File: config.mk
export PLATFORM = sky130hd
export DESIGN_NAME = smart_card_char_tx_rx_core_flat
export DESIGN_NICKNAME = d
export VERILOG_FILES = /design/src/hdl/sctrx_pkg.sv /design/src/hdl/sctrx_if.sv /design/src/hdl/smart_card_char_tx_rx_core.sv /design/src/hdl/sctrx_cfg_regs.sv /design/src/hdl/sctrx_engine.sv /design/src/flat_wrapper.sv
export VERILOG_INCLUDE_DIRS = /design/src /design/src/hdl
export SDC_FILE = /design/constraint.sdc
export NUM_CORES = 1
export LEC_CHECK = 0
export BUFFER_PORTS_ARGS = -buffer_cell sky130_fd_sc_hd__buf_2
export CAP_MARGIN = 40
export CORE_AREA = 2 2 139 141
export DETAILED_ROUTE_END_ITERATION = 16
export DIE_AREA = 0 0 141 143
export GPL_TIMING_DRIVEN = 0
export HOLD_SLACK_MARGIN = 0.06
export PLACE_DENSITY = 0.7
export SYNTH_ARGS = -nofsm -noshare
export SYNTH_HDL_FRONTEND = slang
export SYNTH_SLANG_ARGS = --single-unit
File: constraint.sdc
create_clock -name clk -period 4.8 [get_ports clk]
set_input_delay 0.24 -clock clk [delete_from_list [all_inputs] [get_ports clk]]
set_output_delay 0.24 -clock clk [all_outputs]
set_load 0.02 [all_outputs]
File: src/hdl/smart_card_char_tx_rx_core_defines.svh
//------------------------------------------------------------------------------
// Smart-card character engine assertion macros
// Shared concurrent assertion forms for the character engine.
//------------------------------------------------------------------------------
`ifndef SMART_CARD_CHAR_TX_RX_CORE_DEFINES_SVH
`define SMART_CARD_CHAR_TX_RX_CORE_DEFINES_SVH

// Same-cycle implication, disabled during reset.
`define SCTRX_ASSERT_NOW(lbl, clk, rst_n, ante, cons) \
    lbl: assert property (@(posedge clk) disable iff (!rst_n) (ante) |-> (cons)) \
        else $error("sctrx: same-cycle check failed");

// Next-cycle implication, disabled during reset.
`define SCTRX_ASSERT_NEXT(lbl, clk, rst_n, ante, cons) \
    lbl: assert property (@(posedge clk) disable iff (!rst_n) (ante) |=> (cons)) \
        else $error("sctrx: next-cycle check failed");

`endif

File: src/hdl/sctrx_pkg.sv
//------------------------------------------------------------------------------
// Smart-card character engine package
// Types, codes and constants shared by the character engine modules.
//------------------------------------------------------------------------------
package sctrx_pkg;

    localparam logic [7:0]  MAX_RESPONSE   = 8'd255;
    localparam logic [7:0]  BYTE_COUNT_TOP = 8'hFF;
    localparam logic [7:0]  BAD_BYTE       = 8'hEE;
    localparam logic [15:0] ETU_RESET      = 16'd834;
    localparam logic [15:0] IDLE_RESET     = 16'd8000;

    // configuration register indexes
    localparam logic [0:0]  CFG_ETU_TICKS    = 1'b0;
    localparam logic [0:0]  CFG_IDLE_TIMEOUT = 1'b1;

    // transmit frame phases, counting down
    localparam logic [3:0]  PH_START      = 4'd14;
    localparam logic [3:0]  PH_DATA_HI    = 4'd13;
    localparam logic [3:0]  PH_DATA_LO    = 4'd6;
    localparam logic [3:0]  PH_PARITY     = 4'd5;
    localparam logic [3:0]  PH_ERR_SAMPLE = 4'd4;
    localparam logic [3:0]  PH_END        = 4'd0;

    // receive bit positions
    localparam logic [3:0]  RXB_WAIT    = 4'd0;
    localparam logic [3:0]  RXB_START   = 4'd1;
    localparam logic [3:0]  RXB_DATA_LO = 4'd2;
    localparam logic [3:0]  RXB_DATA_HI = 4'd9;
    localparam logic [3:0]  RXB_PARITY  = 4'd10;
    localparam logic [3:0]  RXB_GUARD   = 4'd11;

    typedef enum logic [1:0] {
        MODE_IDLE = 2'd0,
        MODE_TX   = 2'd1,
        MODE_RX   = 2'd2
    } mode_t;

    typedef struct packed {
        logic [15:0] etu_ticks;
        logic [15:0] idle_timeout_ticks;
    } cfg_t;

    typedef struct packed {
        logic       line_in;
        logic       tx_valid;
        logic [7:0] tx_byte;
        logic       tx_last;
    } item_t;

    typedef struct packed {
        logic       line_out;
        logic       line_drive;
        logic       tx_taken;
        logic       card_error;
        logic       rx_valid;
        logic [7:0] rx_byte;
        logic       rx_parity_error;
        logic       rx_done;
        logic [7:0] rx_count;
    } result_t;

    typedef struct packed {
        mode_t mode;
    } status_t;

endpackage

File: src/hdl/sctrx_if.sv
//------------------------------------------------------------------------------
// Smart-card character engine channels
// Valid/ready channels for tick items and per-tick results.
//------------------------------------------------------------------------------
interface sctrx_in_if;
    logic       valid;
    logic       ready;
    logic       line_in;
    logic       tx_valid;
    logic [7:0] tx_byte;
    logic       tx_last;

    modport source (output valid, line_in, tx_valid, tx_byte, tx_last, input ready);
    modport sink   (input valid, line_in, tx_valid, tx_byte, tx_last, output ready);
endinterface

interface sctrx_out_if;
    logic       valid;
    logic       ready;
    logic       line_out;
    logic       line_drive;
    logic       tx_taken;
    logic       card_error;
    logic       rx_valid;
    logic [7:0] rx_byte;
    logic       rx_parity_error;
    logic       rx_done;
    logic [7:0] rx_count;

    modport source (output valid, line_out, line_drive, tx_taken, card_error, rx_valid,
                    rx_byte, rx_parity_error, rx_done, rx_count, input ready);
    modport sink   (input valid, line_out, line_drive, tx_taken, card_error, rx_valid,
                    rx_byte, rx_parity_error, rx_done, rx_count, output ready);
endinterface

File: src/hdl/smart_card_char_tx_rx_core.sv
//------------------------------------------------------------------------------
// Smart-card character engine top level
// Input register, per-tick engine and result register on valid/ready channels.
//------------------------------------------------------------------------------
// An accepted tick beat is held in the input register and its result in the
// result register. Throughput: one tick beat per cycle while out_ch does not
// stall; the engine step is combinational logic between the two registers.
// Reset: rst_n clears both stages, the engine to idle and the config to
// etu_ticks 834 and idle_timeout_ticks 8000.
module smart_card_char_tx_rx_core
(
    input  logic        clk,
    input  logic        rst_n,
    sctrx_in_if.sink    in_ch,
    sctrx_out_if.source out_ch,
    input  logic        cfg_we,
    input  logic [0:0]  cfg_index,
    input  logic [15:0] cfg_data
);
    import sctrx_pkg::*;
    `include "smart_card_char_tx_rx_core_defines.svh"

    cfg_t    cfg;
    status_t status;
    result_t eng_result;

    logic    in_full_reg,  in_full_next;
    item_t   item_reg;
    logic    out_full_reg, out_full_next;
    result_t res_reg;

    logic    advance;
    logic    step;
    logic    in_take;

    assign advance     = !out_full_reg || out_ch.ready;
    assign step        = in_full_reg && advance;
    assign in_ch.ready = !in_full_reg || advance;
    assign in_take     = in_ch.valid && in_ch.ready;

    sctrx_cfg_regs u_cfg
    (
        .clk       (clk),
        .rst_n     (rst_n),
        .cfg_we    (cfg_we),
        .cfg_index (cfg_index),
        .cfg_data  (cfg_data),
        .cfg       (cfg)
    );

    sctrx_engine u_engine
    (
        .clk    (clk),
        .rst_n  (rst_n),
        .step   (step),
        .cfg    (cfg),
        .item   (item_reg),
        .result (eng_result),
        .status (status)
    );

    always_comb
    begin
        in_full_next = in_full_reg;
        if (in_take)
        begin
            in_full_next = 1'b1;
        end
        else if (step)
        begin
            in_full_next = 1'b0;
        end
        out_full_next = advance ? step : out_full_reg;
    end

    always_ff @(posedge clk or negedge rst_n)
    begin
        if (!rst_n)
        begin
            in_full_reg  <= 1'b0;
            out_full_reg <= 1'b0;
        end
        else
        begin
            in_full_reg  <= in_full_next;
            out_full_reg <= out_full_next;
        end
    end

    // payload registers, no reset
    always_ff @(posedge clk)
    begin
        if (in_take)
        begin
            item_reg.line_in  <= in_ch.line_in;
            item_reg.tx_valid <= in_ch.tx_valid;
            item_reg.tx_byte  <= in_ch.tx_byte;
            item_reg.tx_last  <= in_ch.tx_last;
        end
        if (step)
        begin
            res_reg <= eng_result;
        end
    end

    assign out_ch.valid           = out_full_reg;
    assign out_ch.line_out        = res_reg.line_out;
    assign out_ch.line_drive      = res_reg.line_drive;
    assign out_ch.tx_taken        = res_reg.tx_taken;
    assign out_ch.card_error      = res_reg.card_error;
    assign out_ch.rx_valid        = res_reg.rx_valid;
    assign out_ch.rx_byte         = res_reg.rx_byte;
    assign out_ch.rx_parity_error = res_reg.rx_parity_error;
    assign out_ch.rx_done         = res_reg.rx_done;
    assign out_ch.rx_count        = res_reg.rx_count;

    `SCTRX_ASSERT_NOW(a_drive_only_tx, clk, rst_n, eng_result.line_drive, status.mode == MODE_TX)
    `SCTRX_ASSERT_NEXT(a_taken_enters_tx, clk, rst_n, step && eng_result.tx_taken, status.mode == MODE_TX)
    `SCTRX_ASSERT_NEXT(a_in_stage_holds, clk, rst_n, in_full_reg && !advance, in_full_reg)
    `SCTRX_ASSERT_NOW(a_bad_byte_mark, clk, rst_n, out_ch.valid && out_ch.rx_parity_error, out_ch.rx_byte == BAD_BYTE)

endmodule

File: src/hdl/sctrx_cfg_regs.sv
//------------------------------------------------------------------------------
// Smart-card character engine configuration registers
// Holds the etu divider and the response idle timeout.
//------------------------------------------------------------------------------
module sctrx_cfg_regs
(
    input  logic              clk,
    input  logic              rst_n,
    input  logic              cfg_we,
    input  logic [0:0]        cfg_index,
    input  logic [15:0]       cfg_data,
    output sctrx_pkg::cfg_t   cfg
);
    import sctrx_pkg::*;

    cfg_t cfg_reg;
    cfg_t cfg_next;

    always_comb
    begin
        cfg_next = cfg_reg;
        if (cfg_we)
        begin
            unique case (cfg_index)
                CFG_ETU_TICKS:    cfg_next.etu_ticks          = cfg_data;
                CFG_IDLE_TIMEOUT: cfg_next.idle_timeout_ticks = cfg_data;
                default:          cfg_next                    = cfg_reg;
            endcase
        end
    end

    always_ff @(posedge clk or negedge rst_n)
    begin
        if (!rst_n)
        begin
            cfg_reg.etu_ticks          <= ETU_RESET;
            cfg_reg.idle_timeout_ticks <= IDLE_RESET;
        end
        else
        begin
            cfg_reg <= cfg_next;
        end
    end

    assign cfg = cfg_reg;

endmodule

File: src/hdl/sctrx_engine.sv
//------------------------------------------------------------------------------
// Smart-card character engine state machine
// One tick per step: frame transmit, error-signal sample, receive and timeout.
//------------------------------------------------------------------------------
module sctrx_engine
(
    input  logic                 clk,
    input  logic                 rst_n,
    input  logic                 step,
    input  sctrx_pkg::cfg_t      cfg,
    input  sctrx_pkg::item_t     item,
    output sctrx_pkg::result_t   result,
    output sctrx_pkg::status_t   status
);
    import sctrx_pkg::*;

    mode_t       mode_reg,       mode_next;
    logic [15:0] etu_cnt_reg,    etu_cnt_next;
    logic [3:0]  phase_reg,      phase_next;
    logic [7:0]  tx_shift_reg,   tx_shift_next;
    logic        parity_reg,     parity_next;
    logic        last_pend_reg,  last_pend_next;
    logic [7:0]  rx_shift_reg,   rx_shift_next;
    logic [3:0]  rx_bit_reg,     rx_bit_next;
    logic [15:0] idle_cnt_reg,   idle_cnt_next;
    logic [7:0]  byte_count_reg, byte_count_next;

    logic [15:0] etu;
    logic [15:0] half;
    logic        etu_end;
    logic        at_half;
    logic [15:0] idle_lim;
    logic [15:0] idle_inc;
    logic        idle_hit;
    logic        tx_data_phase;
    logic        rx_bad;
    logic        guard_end;
    logic        timeout_end;
    logic        count_end;

    // a zero divider or timeout acts as one
    assign etu      = (cfg.etu_ticks == 16'd0) ? 16'd1 : cfg.etu_ticks;
    assign half     = etu >> 1;
    assign etu_end  = ({1'b0, etu_cnt_reg} + 17'd1) >= {1'b0, etu};
    assign at_half  = (etu_cnt_reg == half);
    assign idle_lim = (cfg.idle_timeout_ticks == 16'd0) ? 16'd1 : cfg.idle_timeout_ticks;
    assign idle_inc = idle_cnt_reg + 16'd1;
    assign idle_hit = (idle_inc >= idle_lim);

    assign tx_data_phase = (phase_reg >= PH_DATA_LO) && (phase_reg <= PH_DATA_HI);
    assign rx_bad        = parity_reg ^ item.line_in;
    assign guard_end     = (rx_bit_reg != RXB_WAIT) && at_half && (rx_bit_reg >= RXB_GUARD);
    assign timeout_end   = (rx_bit_reg == RXB_WAIT) && item.line_in
                           && (byte_count_reg != 8'd0) && idle_hit;
    assign count_end     = guard_end && (byte_count_reg >= MAX_RESPONSE);

    // next state
    always_comb
    begin
        mode_next       = mode_reg;
        etu_cnt_next    = etu_cnt_reg;
        phase_next      = phase_reg;
        tx_shift_next   = tx_shift_reg;
        parity_next     = parity_reg;
        last_pend_next  = last_pend_reg;
        rx_shift_next   = rx_shift_reg;
        rx_bit_next     = rx_bit_reg;
        idle_cnt_next   = idle_cnt_reg;
        byte_count_next = byte_count_reg;

        unique case (mode_reg)
            MODE_TX:
            begin
                if (etu_end)
                begin
                    etu_cnt_next = 16'd0;
                    if (tx_data_phase)
                    begin
                        parity_next   = parity_reg ^ tx_shift_reg[0];
                        tx_shift_next = tx_shift_reg >> 1;
                    end
                    if ((phase_reg == PH_END) || (phase_reg > PH_START))
                    begin
                        phase_next     = PH_START;
                        last_pend_next = 1'b0;
                        if (last_pend_reg)
                        begin
                            mode_next       = MODE_RX;
                            byte_count_next = 8'd0;
                            idle_cnt_next   = 16'd0;
                            rx_bit_next     = RXB_WAIT;
                            rx_shift_next   = 8'd0;
                            parity_next     = 1'b0;
                        end
                        else
                        begin
                            mode_next = MODE_IDLE;
                        end
                    end
                    else
                    begin
                        phase_next = phase_reg - 4'd1;
                    end
                end
                else
                begin
                    etu_cnt_next = etu_cnt_reg + 16'd1;
                end
            end
            MODE_RX:
            begin
                if (rx_bit_reg == RXB_WAIT)
                begin
                    if (!item.line_in)
                    begin
                        rx_bit_next   = RXB_START;
                        etu_cnt_next  = 16'd0;
                        rx_shift_next = 8'd0;
                        parity_next   = 1'b0;
                        idle_cnt_next = 16'd0;
                    end
                    else if (byte_count_reg != 8'd0)
                    begin
                        idle_cnt_next = idle_inc;
                        if (idle_hit)
                        begin
                            mode_next     = MODE_IDLE;
                            idle_cnt_next = 16'd0;
                        end
                    end
                end
                else
                begin
                    // mid-bit sample; the start bit is not checked
                    if (at_half)
                    begin
                        if ((rx_bit_reg >= RXB_DATA_LO) && (rx_bit_reg <= RXB_DATA_HI))
                        begin
                            rx_shift_next = {item.line_in, rx_shift_reg[7:1]};
                            parity_next   = parity_reg ^ item.line_in;
                        end
                        else if (rx_bit_reg == RXB_PARITY)
                        begin
                            if (byte_count_reg != BYTE_COUNT_TOP)
                            begin
                                byte_count_next = byte_count_reg + 8'd1;
                            end
                        end
                    end
                    if (guard_end)
                    begin
                        rx_bit_next   = RXB_WAIT;
                        etu_cnt_next  = 16'd0;
                        idle_cnt_next = 16'd0;
                        if (count_end)
                        begin
                            mode_next = MODE_IDLE;
                        end
                    end
                    else if (etu_end)
                    begin
                        etu_cnt_next = 16'd0;
                        rx_bit_next  = (rx_bit_reg < RXB_GUARD) ? rx_bit_reg + 4'd1 : RXB_GUARD;
                    end
                    else
                    begin
                        etu_cnt_next = etu_cnt_reg + 16'd1;
                    end
                end
            end
            default:
            begin
                mode_next = MODE_IDLE;
                if (item.tx_valid)
                begin
                    tx_shift_next  = item.tx_byte;
                    last_pend_next = item.tx_last;
                    phase_next     = PH_START;
                    etu_cnt_next   = 16'd0;
                    parity_next    = 1'b0;
                    mode_next      = MODE_TX;
                end
            end
        endcase
    end

    // outputs
    always_comb
    begin
        result                 = '0;
        result.line_out        = 1'b1;
        result.rx_count        = byte_count_next;

        unique case (mode_reg)
            MODE_TX:
            begin
                if (phase_reg == PH_START)
                begin
                    result.line_drive = 1'b1;
                    result.line_out   = 1'b0;
                end
                else if (tx_data_phase)
                begin
                    result.line_drive = 1'b1;
                    result.line_out   = tx_shift_reg[0];
                end
                else if (phase_reg == PH_PARITY)
                begin
                    result.line_drive = 1'b1;
                    result.line_out   = parity_reg;
                end
                else if ((phase_reg == PH_ERR_SAMPLE) && at_half && !item.line_in)
                begin
                    result.card_error = 1'b1;
                end
            end
            MODE_RX:
            begin
                if ((rx_bit_reg == RXB_PARITY) && at_half)
                begin
                    result.rx_valid        = 1'b1;
                    result.rx_parity_error = rx_bad;
                    result.rx_byte         = rx_bad ? BAD_BYTE : rx_shift_reg;
                end
                result.rx_done = timeout_end || count_end;
            end
            default:
            begin
                result.tx_taken = item.tx_valid;
            end
        endcase
    end

    always_ff @(posedge clk or negedge rst_n)
    begin
        if (!rst_n)
        begin
            mode_reg       <= MODE_IDLE;
            etu_cnt_reg    <= 16'd0;
            phase_reg      <= PH_START;
            tx_shift_reg   <= 8'd0;
            parity_reg     <= 1'b0;
            last_pend_reg  <= 1'b0;
            rx_shift_reg   <= 8'd0;
            rx_bit_reg     <= RXB_WAIT;
            idle_cnt_reg   <= 16'd0;
            byte_count_reg <= 8'd0;
        end
        else if (step)
        begin
            mode_reg       <= mode_next;
            etu_cnt_reg    <= etu_cnt_next;
            phase_reg      <= phase_next;
            tx_shift_reg   <= tx_shift_next;
            parity_reg     <= parity_next;
            last_pend_reg  <= last_pend_next;
            rx_shift_reg   <= rx_shift_next;
            rx_bit_reg     <= rx_bit_next;
            idle_cnt_reg   <= idle_cnt_next;
            byte_count_reg <= byte_count_next;
        end
    end

    assign status.mode = mode_reg;

endmodule

File: src/flat_wrapper.sv
// flat-port wrapper written by rule: the top's interface ports become plain ports
module smart_card_char_tx_rx_core_flat import sctrx_pkg::*;
  (clk, rst_n, cfg_we, cfg_index, cfg_data, in_ch_valid, in_ch_line_in, in_ch_tx_valid, in_ch_tx_byte, in_ch_tx_last, in_ch_ready, out_ch_valid, out_ch_line_out, out_ch_line_drive, out_ch_tx_taken, out_ch_card_error, out_ch_rx_valid, out_ch_rx_byte, out_ch_rx_parity_error, out_ch_rx_done, out_ch_rx_count, out_ch_ready);
  sctrx_in_if in_ch_i ();
  sctrx_out_if out_ch_i ();
  input  logic clk;
  input  logic rst_n;
  input  logic cfg_we;
  input  logic [0:0] cfg_index;
  input  logic [15:0] cfg_data;
  input wire logic [$bits(in_ch_i.valid)-1:0] in_ch_valid;
  input wire logic [$bits(in_ch_i.line_in)-1:0] in_ch_line_in;
  input wire logic [$bits(in_ch_i.tx_valid)-1:0] in_ch_tx_valid;
  input wire logic [$bits(in_ch_i.tx_byte)-1:0] in_ch_tx_byte;
  input wire logic [$bits(in_ch_i.tx_last)-1:0] in_ch_tx_last;
  output wire logic [$bits(in_ch_i.ready)-1:0] in_ch_ready;
  output wire logic [$bits(out_ch_i.valid)-1:0] out_ch_valid;
  output wire logic [$bits(out_ch_i.line_out)-1:0] out_ch_line_out;
  output wire logic [$bits(out_ch_i.line_drive)-1:0] out_ch_line_drive;
  output wire logic [$bits(out_ch_i.tx_taken)-1:0] out_ch_tx_taken;
  output wire logic [$bits(out_ch_i.card_error)-1:0] out_ch_card_error;
  output wire logic [$bits(out_ch_i.rx_valid)-1:0] out_ch_rx_valid;
  output wire logic [$bits(out_ch_i.rx_byte)-1:0] out_ch_rx_byte;
  output wire logic [$bits(out_ch_i.rx_parity_error)-1:0] out_ch_rx_parity_error;
  output wire logic [$bits(out_ch_i.rx_done)-1:0] out_ch_rx_done;
  output wire logic [$bits(out_ch_i.rx_count)-1:0] out_ch_rx_count;
  input wire logic [$bits(out_ch_i.ready)-1:0] out_ch_ready;
  assign in_ch_i.valid = in_ch_valid;
  assign in_ch_i.line_in = in_ch_line_in;
  assign in_ch_i.tx_valid = in_ch_tx_valid;
  assign in_ch_i.tx_byte = in_ch_tx_byte;
  assign in_ch_i.tx_last = in_ch_tx_last;
  assign in_ch_ready = in_ch_i.ready;
  assign out_ch_valid = out_ch_i.valid;
  assign out_ch_line_out = out_ch_i.line_out;
  assign out_ch_line_drive = out_ch_i.line_drive;
  assign out_ch_tx_taken = out_ch_i.tx_taken;
  assign out_ch_card_error = out_ch_i.card_error;
  assign out_ch_rx_valid = out_ch_i.rx_valid;
  assign out_ch_rx_byte = out_ch_i.rx_byte;
  assign out_ch_rx_parity_error = out_ch_i.rx_parity_error;
  assign out_ch_rx_done = out_ch_i.rx_done;
  assign out_ch_rx_count = out_ch_i.rx_count;
  assign out_ch_i.ready = out_ch_ready;
  smart_card_char_tx_rx_core u_core (.clk(clk), .rst_n(rst_n), .in_ch(in_ch_i), .out_ch(out_ch_i), .cfg_we(cfg_we), .cfg_index(cfg_index), .cfg_data(cfg_data));
endmodule
==> flow_metrics.py <==
metrics = {
    "clock_network": {
        "clock_latency_ns": 0.43,
        "cts_buffers": 17,
        "h-tree-depth": 4,
        "cts.sinks": 136,
        "post-cts-setup-buffer-count": 0,
        "clkTransAtPathRegs_ns": 0.06,
        "cts_tree": "yes",
        "cts_buffer_depth": 2,
        "root_buffer": "clkbuf_16",
    },
    "timing": {
        "worstMarginPinSlew_ns": 0.751,
        "finalMaxSlewViolations": 0,
        "fin_tns_setup_ns": 0,
        "timing.fmax_ghz": 0.237,
        "relSlewSlack_pct": 50.0,
        "setup_slack_ns": 0.589,
        "hold_viol": 0,
        "fin_crit_ns": 4.21,
        "setup_viol": 0,
        "skew_ns": 0.00620,
        "fin_crit_sh_pct": 87.7,
        "rsz0062_at_grt": "no",
    },
    "worst_hold_path": {
        "hold_path.class": "primary input to flip-flop",
        "holdPathStages": 2,
    },
    "logic_synthesis": {
        "synth_nets": 893,
        "synth-edff-count": 34,
        "synth_warnings": 0,
        "postSynthCellCount": 814,
        "synth.yosys.seq_area_share_pct": 45.3,
        "synth_top_area_share_pct": 28.1,
        "syn-mean-instance-area_um2": 9.74,
        "netlist_area_um2": 7930,
        "synthFlopType": "dfrtp_1",
        "synth.area.top_cells": "dfrtp_1, edfxtp_1, ha_1, dfstp_2, o21ai_0",
        "ys_ff_latch": 136,
        "async_reset_ff_share_pct": 75.0,
        "synth_cell_types": 66,
        "synth_top_area_cell": "dfrtp_1",
    },
    "placement": {
        "postPlaceCellArea_um2": 8560,
        "dp.cells": 1108,
        "numPortBuffers": 57,
        "post-place-ws_ns": 0.557,
        "gp_congestion": 0.915,
        "hpwl_um": 13300,
    },
    "setup_path": {
        "path_cells": "nand2_1 -> nor3_1 -> nand2_1 -> nor2_1 -> nand3_1 -> xnor2_1 -> ha_1 -> nand4_1 -> or4_1 -> o211ai_1 -> clkbuf_1 -> nor2_1 -> o31ai_1 -> o41ai_2",
        "cp.required_ns": 5.10,
        "cp_top_family": "simple AND/OR/NAND/NOR gates",
        "critical_path.max_stage_delay_ns": 0.57,
        "crit_path_top_delay_cell": "or4_1",
        "crit_cells": 14,
        "arrival_ns": 4.51,
        "worst_setup_path_start_kind": "flip-flop",
        "cp_max_fo": 10,
        "endpoint_kind": "flip-flop",
        "worstSetupPathType": "flip-flop to flip-flop",
        "crit_buf_inv": 1,
        "r2r_cells": 14,
    },
    "route": {
        "drc": 0,
        "routed.top_layer": "met4",
        "wl_met3_um": 493,
        "first_pass_iters": 5,
        "wl_met1_um": 8440,
        "routed-via-count": 6326,
        "ant_nets": 0,
        "dr_wl_met2_um": 8990,
        "wl_um": 18200,
        "post_drt_wl_per_cell_um": 15.6,
        "viasPerCell": 5.43,
        "drt-initial-drc-count": 605,
    },
    "floorplanning": {
        "die_area_um2": 20200,
        "rows": 50,
        "boundaryPins": 58,
        "core_area_um2": 18600,
        "die_x_um": 141,
        "die_h_um": 143,
        "start_util_pct": 42.7,
    },
    "global_route": {
        "grt_max_degree": 50,
        "grt_pass1_vias": 6318,
        "grt_usage_pct": 19.2,
        "grt_pass1_wl_um": 31000,
        "antenna_found_initial": 0,
        "grt_overflow": 0,
    },
    "finish": {
        "layout.cells.non_filler": 1165,
        "layout.nets": 997,
        "layout-area-overhead-vs-synth_pct": 19.7,
        "diodes": 0,
        "mostFrequentLayoutCells": "dfrtp_1, nand2_1, inv_1, o21ai_0, buf_2",
        "final_common_cell": "dfrtp_1",
        "final_layout_size_suffix_gt1_share_pct": 15.9,
        "post-route-util_pct": 51.1,
        "largest_reg_flops": 32,
        "stdcell_area_um2": 9490,
    },
    "pwr": {
        "ir_worst_vdd_mv": 0.266,
        "power.leakage_nw": 4.15,
        "power.density_nw_per_um2": 446,
    },
    "status": {
        "status": "completed",
    },
    "run": {
        "drv_cap": 0,
    },
}
==> routing by layer <==
layer	vias to the layer above	global-route usage, %
met5	-	0
met4	0	7.47
met3	21	2.98
met2	103	32.4
met1	3065	25.0
li1	3137	-
==> logic make-up (layout without fill, tap and decap cells) <==
family | after synthesis | count (layout) | synth area share, %
buffers and inverters | 106 | 223 | 5.27
adder cells (fa/ha/maj) | 46 | 46 | 7.26
AO/OA/AOI/OAI | 194 | 194 | 16.7
multiplexers | 34 | 34 | 4.64
XOR/XNOR | 41 | 41 | 4.53
AND/OR/NAND/NOR | 257 | 257 | 16.3
flip-flops | 136 | 136 | 45.3
==> timing repair <==
action                    4_1_cts  5_1_grt
resized for setup               0        0
hold endpoints to repair       85        0
hold buffers                   25        0
==> through the flow <==
stage / hold WS, ns / power [mW]
after global routing: 0.0753 / 4.49
after floorplan: -0.0556 / 2.38
final: 0.0720 / 4.23
after detailed placement: 0.136 / 2.73
after CTS: 0.0624 / 4.26
after global placement: 0.418 / 2.70
==> synth_stat cells, types with 6 or more instances <==
cell      count
clkbuf_1     29
xor2_1        7
o21a_1        6
ha_1         46
inv_1        69
o21ai_0      63
nor4_1        8
o31ai_1      14
a22o_1       10
a21o_1        6
edfxtp_1     34
nor3_1       14
nand4_1      17
mux2i_1      12
or3_1        13
nand3_1      26
nor2_1       43
a32oi_1       7
dfstp_2      13
a21oi_1      31
dfrtp_1      89
nand2b_1     12
a21boi_0      7
nand2_1      82
o221ai_1      8
xnor2_1      34
and3_1       14
mux2_2       22
a31oi_1       8
==> area by class of cell <==
cell class / instances / area (um^2)
Buffer: 37 / 160
Clock buffer: 17 / 425
Clock inverter: 15 / 248
Fill cell: 1701 / 9090
Inverter: 69 / 259
Multi-Input combinational cell: 572 / 3920
Sequential cell: 136 / 3590
Tap cell: 234 / 293
Timing Repair Buffer: 85 / 593
==> path summary, 6_finish.rpt <==
path | to | slack (ns) | startpoint
hold / removal | u_core.u_cfg.cfg[6]$_DFFE_PN1P_ | 0.07 | cfg_data[6]
setup / recovery | u_core.u_engine.idle_cnt_reg[11]$_DFFE_PN0P_ | 0.59 | u_core.u_engine.idle_cnt_reg[0]$_DFFE_PN0P_
hold reg to reg | u_core.u_engine.tx_shift_reg[4]$_DFFE_PN0P_ | 0.46 | u_core.item_reg[5]$_DFFE_PP_
setup reg to reg | u_core.u_engine.idle_cnt_reg[11]$_DFFE_PN0P_ | 0.59 | u_core.u_engine.idle_cnt_reg[0]$_DFFE_PN0P_
max in group asynchronous | u_core.u_cfg.cfg[25]$_DFFE_PN1P_ | 3.72 | rst_n
min in group asynchronous | u_core.u_cfg.cfg[15]$_DFFE_PN0P_ | 0.23 | rst_n
==> where the power goes <==
group	internal, mW	switching [mW]
clock network	0.977	0.515
logic	0.443	0.753
registers	1.39	0.153
Power figures use the tool's default switching activity.
